$ cat src/pfa_pkg.sv
// Shared constants and op codes for the prime field arithmetic unit.
package pfa_pkg;

  localparam int WIDTH_DEF = 16;
  localparam int EXP_W     = 32;
  localparam int OP_W      = 3;
  localparam int MOD_RESET = 7;

  localparam logic [OP_W-1:0] OP_ADD = 3'd0;
  localparam logic [OP_W-1:0] OP_SUB = 3'd1;
  localparam logic [OP_W-1:0] OP_MUL = 3'd2;
  localparam logic [OP_W-1:0] OP_DIV = 3'd3;
  localparam logic [OP_W-1:0] OP_POW = 3'd4;
  localparam logic [OP_W-1:0] OP_INV = 3'd5;

endpackage

$ cat src/pfa_mulmod.sv
// Bit-serial modular multiplier: p = x * y mod m, one bit of y per cycle.
module pfa_mulmod #(
  parameter int WIDTH = pfa_pkg::WIDTH_DEF
) (
  input  logic             clk,
  input  logic             rst,
  input  logic             start,
  input  logic [WIDTH-1:0] x,
  input  logic [WIDTH-1:0] y,
  input  logic [WIDTH-1:0] m,
  output logic             done,
  output logic [WIDTH-1:0] p
);
  import pfa_pkg::*;

  localparam int CNT_W = (WIDTH > 1) ? $clog2(WIDTH) : 1;

  logic             busy;
  logic [CNT_W-1:0] cnt;
  logic [WIDTH-1:0] x_r;
  logic [WIDTH-1:0] y_r;
  logic [WIDTH-1:0] acc;
  logic [WIDTH:0]   dbl;
  logic [WIDTH:0]   dbl_red;
  logic [WIDTH:0]   sum;
  logic [WIDTH:0]   sum_red;

  // double, fold once, add the addend if the bit is set, fold once more
  always_comb begin
    dbl     = {acc, 1'b0};
    dbl_red = (dbl >= {1'b0, m}) ? dbl - {1'b0, m} : dbl;
    sum     = dbl_red + (y_r[WIDTH-1] ? {1'b0, x_r} : '0);
    sum_red = (sum >= {1'b0, m}) ? sum - {1'b0, m} : sum;
  end

  assign p = acc;

  always_ff @(posedge clk) begin
    if (rst) begin
      busy <= 1'b0;
      done <= 1'b0;
    end else begin
      done <= 1'b0;
      if (start) begin
        busy <= 1'b1;
        cnt  <= CNT_W'(WIDTH - 1);
        x_r  <= x;
        y_r  <= y;
        acc  <= '0;
      end else if (busy) begin
        acc <= sum_red[WIDTH-1:0];
        y_r <= {y_r[WIDTH-2:0], 1'b0};
        if (cnt == '0) begin
          busy <= 1'b0;
          done <= 1'b1;
        end else begin
          cnt <= cnt - 1'b1;
        end
      end
    end
  end

endmodule

$ cat src/prime_field_alu_core.sv
// Top level of the prime field arithmetic unit: sequencer around one modular multiplier.
//
//   channel  | handshake            | payload
//   ---------+----------------------+--------------------------------------
//   input    | in_valid / in_ready  | op, operand_a, operand_b, exponent
//   output   | out_valid / out_ready| result
//   config   | cfg_we               | cfg_data (modulus)
//
// Every modular multiply runs in pfa_mulmod, one bit of the multiplier per
// cycle. An item costs two reductions (a mod m, b mod m) plus its multiplies:
// none for add and subtract, one for multiply, up to 2*WIDTH+1 for divide,
// up to 2*WIDTH for inverse and up to 2*31 (+2*WIDTH for a negative exponent)
// for power. A modulus below 2 or an unknown op skips them all and gives 0.
// Reset sets the modulus to 7 and empties the output register.
// in_ready is high only while the sequencer is idle; a result waiting on
// out_ready holds in the output register while the next item is taken.
module prime_field_alu_core #(
  parameter int WIDTH = pfa_pkg::WIDTH_DEF
) (
  input  logic                    clk,
  input  logic                    rst,
  input  logic                    cfg_we,
  input  logic [WIDTH-1:0]        cfg_data,
  input  logic                    in_valid,
  output logic                    in_ready,
  input  logic [pfa_pkg::OP_W-1:0] op,
  input  logic [WIDTH-1:0]        operand_a,
  input  logic [WIDTH-1:0]        operand_b,
  input  logic signed [pfa_pkg::EXP_W-1:0] exponent,
  output logic                    out_valid,
  input  logic                    out_ready,
  output logic [WIDTH-1:0]        result
);
  import pfa_pkg::*;

  typedef enum logic [3:0] {
    S_IDLE,
    S_RED_A,
    S_RED_B,
    S_OP,
    S_PW_TEST,
    S_PW_MUL,
    S_PW_SQR,
    S_PW_END,
    S_FMUL,
    S_DONE
  } state_t;

  state_t           state;
  logic [WIDTH-1:0] modulus;
  logic [OP_W-1:0]  op_r;
  logic [WIDTH-1:0] b_in;
  logic [EXP_W-1:0] exp_r;
  logic [WIDTH-1:0] ra;
  logic [WIDTH-1:0] rb;
  logic [WIDTH-1:0] base;
  logic [WIDTH-1:0] acc;
  logic [EXP_W-1:0] ex;
  logic             inv_pass;
  logic [WIDTH-1:0] res;

  // multiplier request
  logic             mul_start;
  logic [WIDTH-1:0] mul_x;
  logic [WIDTH-1:0] mul_y;
  logic             mul_done;
  logic [WIDTH-1:0] mul_p;

  logic [WIDTH:0]   add_sum;
  logic [WIDTH:0]   sub_sum;
  logic [WIDTH-1:0] add_res;
  logic [WIDTH-1:0] sub_res;
  logic [EXP_W-1:0] fermat_exp;
  logic [WIDTH-1:0] one;

  pfa_mulmod #(.WIDTH(WIDTH)) u_mulmod (
    .clk  (clk),
    .rst  (rst),
    .start(mul_start),
    .x    (mul_x),
    .y    (mul_y),
    .m    (modulus),
    .done (mul_done),
    .p    (mul_p)
  );

  assign in_ready = (state == S_IDLE);
  assign one      = WIDTH'(1);

  // combinational add and subtract, both sums stay below 2*modulus
  always_comb begin
    add_sum    = {1'b0, ra} + {1'b0, rb};
    sub_sum    = {1'b0, ra} + ({1'b0, modulus} - {1'b0, rb});
    add_res    = (add_sum >= {1'b0, modulus}) ? WIDTH'(add_sum - {1'b0, modulus})
                                              : add_sum[WIDTH-1:0];
    sub_res    = (sub_sum >= {1'b0, modulus}) ? WIDTH'(sub_sum - {1'b0, modulus})
                                              : sub_sum[WIDTH-1:0];
    fermat_exp = EXP_W'(modulus - WIDTH'(2));
  end

  always_ff @(posedge clk) begin
    if (rst) begin
      state     <= S_IDLE;
      modulus   <= WIDTH'(MOD_RESET);
      out_valid <= 1'b0;
      mul_start <= 1'b0;
      inv_pass  <= 1'b0;
    end else begin
      mul_start <= 1'b0;
      if (cfg_we) begin
        modulus <= cfg_data;
      end
      // drop the output once taken
      if (out_valid && out_ready) begin
        out_valid <= 1'b0;
      end

      case (state)
        S_IDLE: begin
          if (in_valid) begin
            op_r  <= op;
            b_in  <= operand_b;
            exp_r <= exponent;
            if (modulus < WIDTH'(2) || op > OP_INV) begin
              res   <= '0;
              state <= S_DONE;
            end else begin
              // a mod m as 1 * a mod m
              mul_start <= 1'b1;
              mul_x     <= one;
              mul_y     <= operand_a;
              state     <= S_RED_A;
            end
          end
        end

        S_RED_A: begin
          if (mul_done) begin
            ra        <= mul_p;
            mul_start <= 1'b1;
            mul_x     <= one;
            mul_y     <= b_in;
            state     <= S_RED_B;
          end
        end

        S_RED_B: begin
          if (mul_done) begin
            rb    <= mul_p;
            state <= S_OP;
          end
        end

        S_OP: begin
          acc      <= one;
          inv_pass <= 1'b0;
          case (op_r)
            OP_ADD: begin
              res   <= add_res;
              state <= S_DONE;
            end
            OP_SUB: begin
              res   <= sub_res;
              state <= S_DONE;
            end
            OP_MUL: begin
              mul_start <= 1'b1;
              mul_x     <= ra;
              mul_y     <= rb;
              state     <= S_FMUL;
            end
            OP_DIV: begin
              // invert b first, then multiply by a
              base     <= rb;
              ex       <= fermat_exp;
              inv_pass <= 1'b1;
              state    <= S_PW_TEST;
            end
            OP_POW: begin
              base <= ra;
              if (exp_r[EXP_W-1]) begin
                ex       <= fermat_exp;
                inv_pass <= 1'b1;
              end else begin
                ex <= exp_r;
              end
              state <= S_PW_TEST;
            end
            default: begin
              // inverse
              base  <= ra;
              ex    <= fermat_exp;
              state <= S_PW_TEST;
            end
          endcase
        end

        // square-and-multiply, exponent bits from the low end
        S_PW_TEST: begin
          if (ex == '0) begin
            state <= S_PW_END;
          end else if (ex[0]) begin
            mul_start <= 1'b1;
            mul_x     <= acc;
            mul_y     <= base;
            state     <= S_PW_MUL;
          end else begin
            mul_start <= 1'b1;
            mul_x     <= base;
            mul_y     <= base;
            state     <= S_PW_SQR;
          end
        end

        S_PW_MUL: begin
          if (mul_done) begin
            acc       <= mul_p;
            mul_start <= 1'b1;
            mul_x     <= base;
            mul_y     <= base;
            state     <= S_PW_SQR;
          end
        end

        S_PW_SQR: begin
          if (mul_done) begin
            base  <= mul_p;
            ex    <= {1'b0, ex[EXP_W-1:1]};
            state <= S_PW_TEST;
          end
        end

        S_PW_END: begin
          if (inv_pass) begin
            inv_pass <= 1'b0;
            if (op_r == OP_DIV) begin
              mul_start <= 1'b1;
              mul_x     <= ra;
              mul_y     <= acc;
              state     <= S_FMUL;
            end else begin
              // negative power: raise the inverse to the magnitude
              base  <= acc;
              acc   <= one;
              ex    <= ~exp_r + EXP_W'(1);
              state <= S_PW_TEST;
            end
          end else begin
            res   <= acc;
            state <= S_DONE;
          end
        end

        S_FMUL: begin
          if (mul_done) begin
            res   <= mul_p;
            state <= S_DONE;
          end
        end

        S_DONE: begin
          // hold until the output register is free
          if (!out_valid || out_ready) begin
            result    <= res;
            out_valid <= 1'b1;
            state     <= S_IDLE;
          end
        end

        default: begin
          state <= S_IDLE;
        end
      endcase
    end
  end

endmodule

$ cat config.mk
export PLATFORM = sky130hd
export DESIGN_NAME = prime_field_alu_core
export DESIGN_NICKNAME = d
export VERILOG_FILES = /design/src/pfa_pkg.sv /design/src/pfa_mulmod.sv /design/src/prime_field_alu_core.sv
export SDC_FILE = /design/constraint.sdc
export NUM_CORES = 1
export LEC_CHECK = 0
export BUFFER_PORTS_ARGS = -buffer_cell sky130_fd_sc_hd__buf_2
export CAP_MARGIN = 20
export CORE_MARGIN = 4
export CORE_UTILIZATION = 36
export DETAILED_ROUTE_END_ITERATION = 6
export PLACE_DENSITY = 0.54
export SYNTH_ARGS = -nofsm -noshare
export SYNTH_HDL_FRONTEND = slang
export SYNTH_HIERARCHICAL = 1
export SYNTH_SLANG_ARGS = --single-unit
$ cat constraint.sdc
create_clock -name clk -period 11 [get_ports clk]
set_input_delay 0.55 -clock clk [delete_from_list [all_inputs] [get_ports clk]]
set_output_delay 0.55 -clock clk [all_outputs]
set_load 0.02 [all_outputs]
==> flow_summary.rst <==
.. list-table::
   :header-rows: 1

   * - Metric
     - Value
   * - Result of the run
     - complete, but fails checks
   * - Failing checks
     - design-rule violations
   * - Clock network power share
     - 18.4%
   * - Number of synthesized register bits
     - 288
   * - Max-slew violations
     - 0
   * - Most used standard cell by instance count after synthesis
     - sky130_fd_sc_hd__edfxtp_1
   * - Power density relative to cell area
     - 295 nW/um^2
   * - Post-DP HPWL
     - 47,900 um
   * - Fin crit share
     - 70.9%
   * - Worst Path Arrival
     - 8.10 ns
   * - Critical path launch point type
     - register
   * - Type of destination of the critical path
     - register
   * - Top-level port count
     - 106
   * - Total Routed Length
     - 62,900 um
   * - Fraction of the mapped netlist area in simple logic gates
     - 13.6%
   * - Insertion delay of the later-clocked pin in the worst-skew pair
     - 0.56 ns
   * - Height of the die
     - 237 um
   * - Ranking of synthesized cells by instance count
     - sky130_fd_sc_hd__edfxtp_1, sky130_fd_sc_hd__nor2_1, sky130_fd_sc_hd__nand2_1, sky130_fd_sc_hd__inv_1, sky130_fd_sc_hd__ha_1
   * - Number of enable-type register cells in the synthesized netlist
     - 263
   * - Total standard cell area after synthesis
     - 18,900 sq um
   * - Post-CTS Setup Inserts
     - 0
   * - Count of unique library cells instantiated by Yosys
     - 82
   * - Area of combinational cells with multiple inputs
     - 9760 sq um
   * - Global route overflow
     - 0
   * - Hold_buf cts
     - 0
   * - Top area cells in the synthesized netlist
     - sky130_fd_sc_hd__edfxtp_1, sky130_fd_sc_hd__ha_1, sky130_fd_sc_hd__xnor2_1, sky130_fd_sc_hd__nor2_1, sky130_fd_sc_hd__a21oi_1
   * - Dominant register cell in the synthesized netlist
     - sky130_fd_sc_hd__edfxtp_1
   * - Share of synthesized cell area in full adder, half adder and majority cells
     - 10.1%
   * - Met2 GRT Util
     - 35.7%
   * - Reg2Reg Depth
     - 23
   * - Sw frac
     - 42.5%
   * - Fraction of the mapped netlist area in compound gates
     - 17.7%
   * - Sequential cell area
     - 8400 sq um
   * - Combinational group share of total power
     - 55.1%
   * - Average routed wire per standard cell
     - 23.8 um
   * - Layout overhead on the synthesized area
     - 13.3%
   * - Tot Pwr
     - 6310 uW
   * - Clock edge transition at the registers on the reported setup and hold paths
     - 0.06 ns
   * - XOR/XNOR share of the synthesized area
     - 5.53%
   * - Drt drc
     - 4
   * - Share of synthesized flip-flops with an asynchronous set or reset
     - 0%
   * - CORE AREA
     - 51,600 sq um
   * - Synthesized instance count
     - 1,839
   * - Met1 usage
     - 28.7%
   * - H-tree levels
     - 2
   * - Top fanout value on the critical path
     - 15
   * - Via count of the first global-routing pass
     - 15.1k
   * - Largest area contributor in the netlist
     - sky130_fd_sc_hd__edfxtp_1
   * - Per-instance average area after synthesis
     - 10.3 sq um
   * - Final core area utilization
     - 41.4%
   * - Pin count of the biggest net entering global routing
     - 52
   * - Global routing usage on met3
     - 2.96%
   * - Cells on Worst Hold Path
     - 1
   * - IO Port Bufs
     - 105
   * - Cell area after placement
     - 20,200 sq um
   * - Net switching power of the design
     - 2680 uW
   * - Count of warnings emitted by yosys
     - 6
   * - Total number of clock tree sinks
     - 288
   * - Via total after detailed routing
     - 15.3k
   * - Hold slack
     - 0.170 ns
   * - Placer Congestion
     - 0.923
   * - Final setup violating endpoints
     - 0
   * - Unrepaired setup endpoints after global routing
     - no
   * - Clock tree from TritonCTS
     - built
   * - Sum Neg Setup Slack
     - 0 ns
   * - Busiest layer in global routing
     - met2
   * - Required time of the worst setup path
     - 11.30 ns
   * - Area of all placed cells without fillers
     - 21,400 sq um
   * - Clock Root Buffer
     - sky130_fd_sc_hd__clkbuf_16
   * - Worst Max-Slew Pin Slew
     - 1.11 ns
   * - Register area share after synthesis
     - 44.5%
   * - Max-slew headroom at the worst pin
     - 25.8%
   * - Min-Delay Path Class
     - in2reg
   * - Total iterations of the first detailed-routing run
     - 7
   * - Area of the die
     - 56,100 sq um
   * - Max-cap violations
     - 0
   * - Number of fillers in the final layout
     - 5,004
   * - Die span in x
     - 237 um
   * - Post-CTS Resized
     - 0
   * - Endpoints failing hold
     - 0
   * - Average vias per placed instance
     - 5.78
   * - P_int
     - 3630 uW
   * - Net count, final
     - 2,164
   * - Starting density of the core
     - 36.5%
   * - Static Leakage
     - 0.00827 uW
   * - Net count of the mapped netlist
     - 2,066
   * - Largest family of logic cells by synthesized area
     - compound AO/OA/AOI/OAI gates
   * - Antenna fix cells
     - 0
   * - Post-route minimum period
     - 7.80 ns
   * - Post-synthesis mux area share
     - 4.49%
   * - Worst Setup Path Type
     - reg2reg
   * - Relative contribution of sequential cells to total power
     - 26.5%
   * - Number of clock buffers inserted by TritonCTS
     - 36
   * - Overall track demand over capacity in global routing
     - 21.7%
   * - CTS Buffer Depth
     - 3
   * - Antenna violations before repair
     - 0
   * - DR iter-0 viols
     - 1,472
   * - Global-route wire length before repair
     - 93,700 um
   * - Worst supply voltage drop on vdd
     - 0.242 mV
   * - F_max
     - 0.128 GHz
   * - Antenna-violating nets left
     - 0
   * - Worst clock skew on the final layout
     - 0.0171 ns
   * - Number of placement rows
     - 83
   * - Share of Yosys cell area claimed by the top area cell type
     - 41.9%
   * - Fraction of layout instances using a drive strength above 1
     - 12.6%
layout make-up:
type                            count  area share (%)
Inverter                          121            2.13
Clock buffer                       52            4.69
Clock inverter                     12           0.592
Timing Repair Buffer              131            3.58
Tap cell                          680            3.98
Sequential cell                   288            39.3
Multi-Input combinational cell   1359            45.7
metal layers:
layer	wire length [um]	part of all wire (%)
met1	27000	43
met2	29400	47
met3	3720	5.9
met4	2780	4.4
met5	0	0
worst paths after layout:
path	from	endpoint	slack, ns
worst min-delay path	operand_b[11]	b_in[11]	0.17
worst max register to register	modulus[1]	u_mulmod/p[9]	3.20
worst max-delay path	modulus[1]	u_mulmod/p[9]	3.20
worst min register to register	res[5]	result[5]	0.42
logic make-up (layout without fill, tap and decap cells):
family                     Yosys count  after routing
muxes                               80             80
and+or+nand+nor                    531            531
DFF                                288            288
adders and majority gates          139            139
xor gates and xnor gates           119            119
buffers and inverters              192            316
AOI/OAI and AO/OA                  490            490
power by group through the flow:
| stage | Clock, uW | Combinational, uW | Sequential (uW) |
|---|---|---|---|
| 2_1_floorplan | 0 | 2630 | 1610 |
| 3_3_place_gp | 0 | 3410 | 1690 |
| 3_5_place_dp | 0 | 3390 | 1690 |
| 4_1_cts | 1190 | 3420 | 1670 |
| 5_1_grt | 1230 | 3780 | 1690 |
| 6_report | 1160 | 3470 | 1670 |
sequential cells by signal (all words and copies together), names as in the netlist, 3 cells and up:
| name | count |
|---|---|
| u_mulmod/cnt | 4 |
| mul_x | 16 |
| state | 4 |
| u_mulmod/p | 16 |
| exp_r | 32 |
| mul_y | 16 |
| modulus | 16 |
| ra | 16 |
| rb | 16 |
| res | 16 |
| base | 16 |
| b_in | 16 |
| result | 16 |
| acc | 16 |
| ex | 32 |
| op_r | 3 |
| u_mulmod/y_r | 16 |
| u_mulmod/x_r | 16 |
stage by stage:
step / setup WS [ns] / std cells
2_1_floorplan: 4.14 / 1839
3_3_place_gp: 3.52 / 2575
3_5_place_dp: 3.35 / 2577
4_1_cts: 3.32 / 2641
5_1_grt: 2.61 / 2643
6_report: 3.20 / 2643
worst max-delay path: stages, from the launching register on:
cell and delay (ns):
sky130_fd_sc_hd__dfxtp_1 0.49, sky130_fd_sc_hd__inv_1 0.22, sky130_fd_sc_hd__ha_1 0.35, sky130_fd_sc_hd__nor2b_1 0.16
sky130_fd_sc_hd__o2111ai_1 0.25, sky130_fd_sc_hd__a31o_2 0.21, sky130_fd_sc_hd__a21o_1 0.15, sky130_fd_sc_hd__nand2_1 0.07
sky130_fd_sc_hd__o21bai_1 0.50, sky130_fd_sc_hd__and2_1 0.48, sky130_fd_sc_hd__mux2_2 0.39, sky130_fd_sc_hd__ha_1 0.28
sky130_fd_sc_hd__a211oi_1 0.35, sky130_fd_sc_hd__o21ai_0 0.23, sky130_fd_sc_hd__a2111oi_0 0.65, sky130_fd_sc_hd__nor2_1 0.16
sky130_fd_sc_hd__a221oi_1 0.34, sky130_fd_sc_hd__xnor2_1 0.14, sky130_fd_sc_hd__ha_1 0.35, sky130_fd_sc_hd__nand4_1 0.10
sky130_fd_sc_hd__o41ai_1 0.48, sky130_fd_sc_hd__and4b_4 0.29, sky130_fd_sc_hd__o21a_1 0.49, sky130_fd_sc_hd__mux2_2 0.42
cells in the final DEF, fill, tap and decap left out, drive strengths merged, types with 26 or more instances in the layout:
cell type  instances
a211oi            26
a21o              36
a21oi            105
a222oi            40
a22oi             29
and2              32
and3              27
buf              131
clkbuf            52
edfxtp           263
ha               117
inv              121
mux2              34
mux2i             46
nand2            127
nand3             36
nor2             150
nor3              52
o21ai            120
xnor2             79
xor2              40
Note: power is estimated with default switching activity, not from simulation.
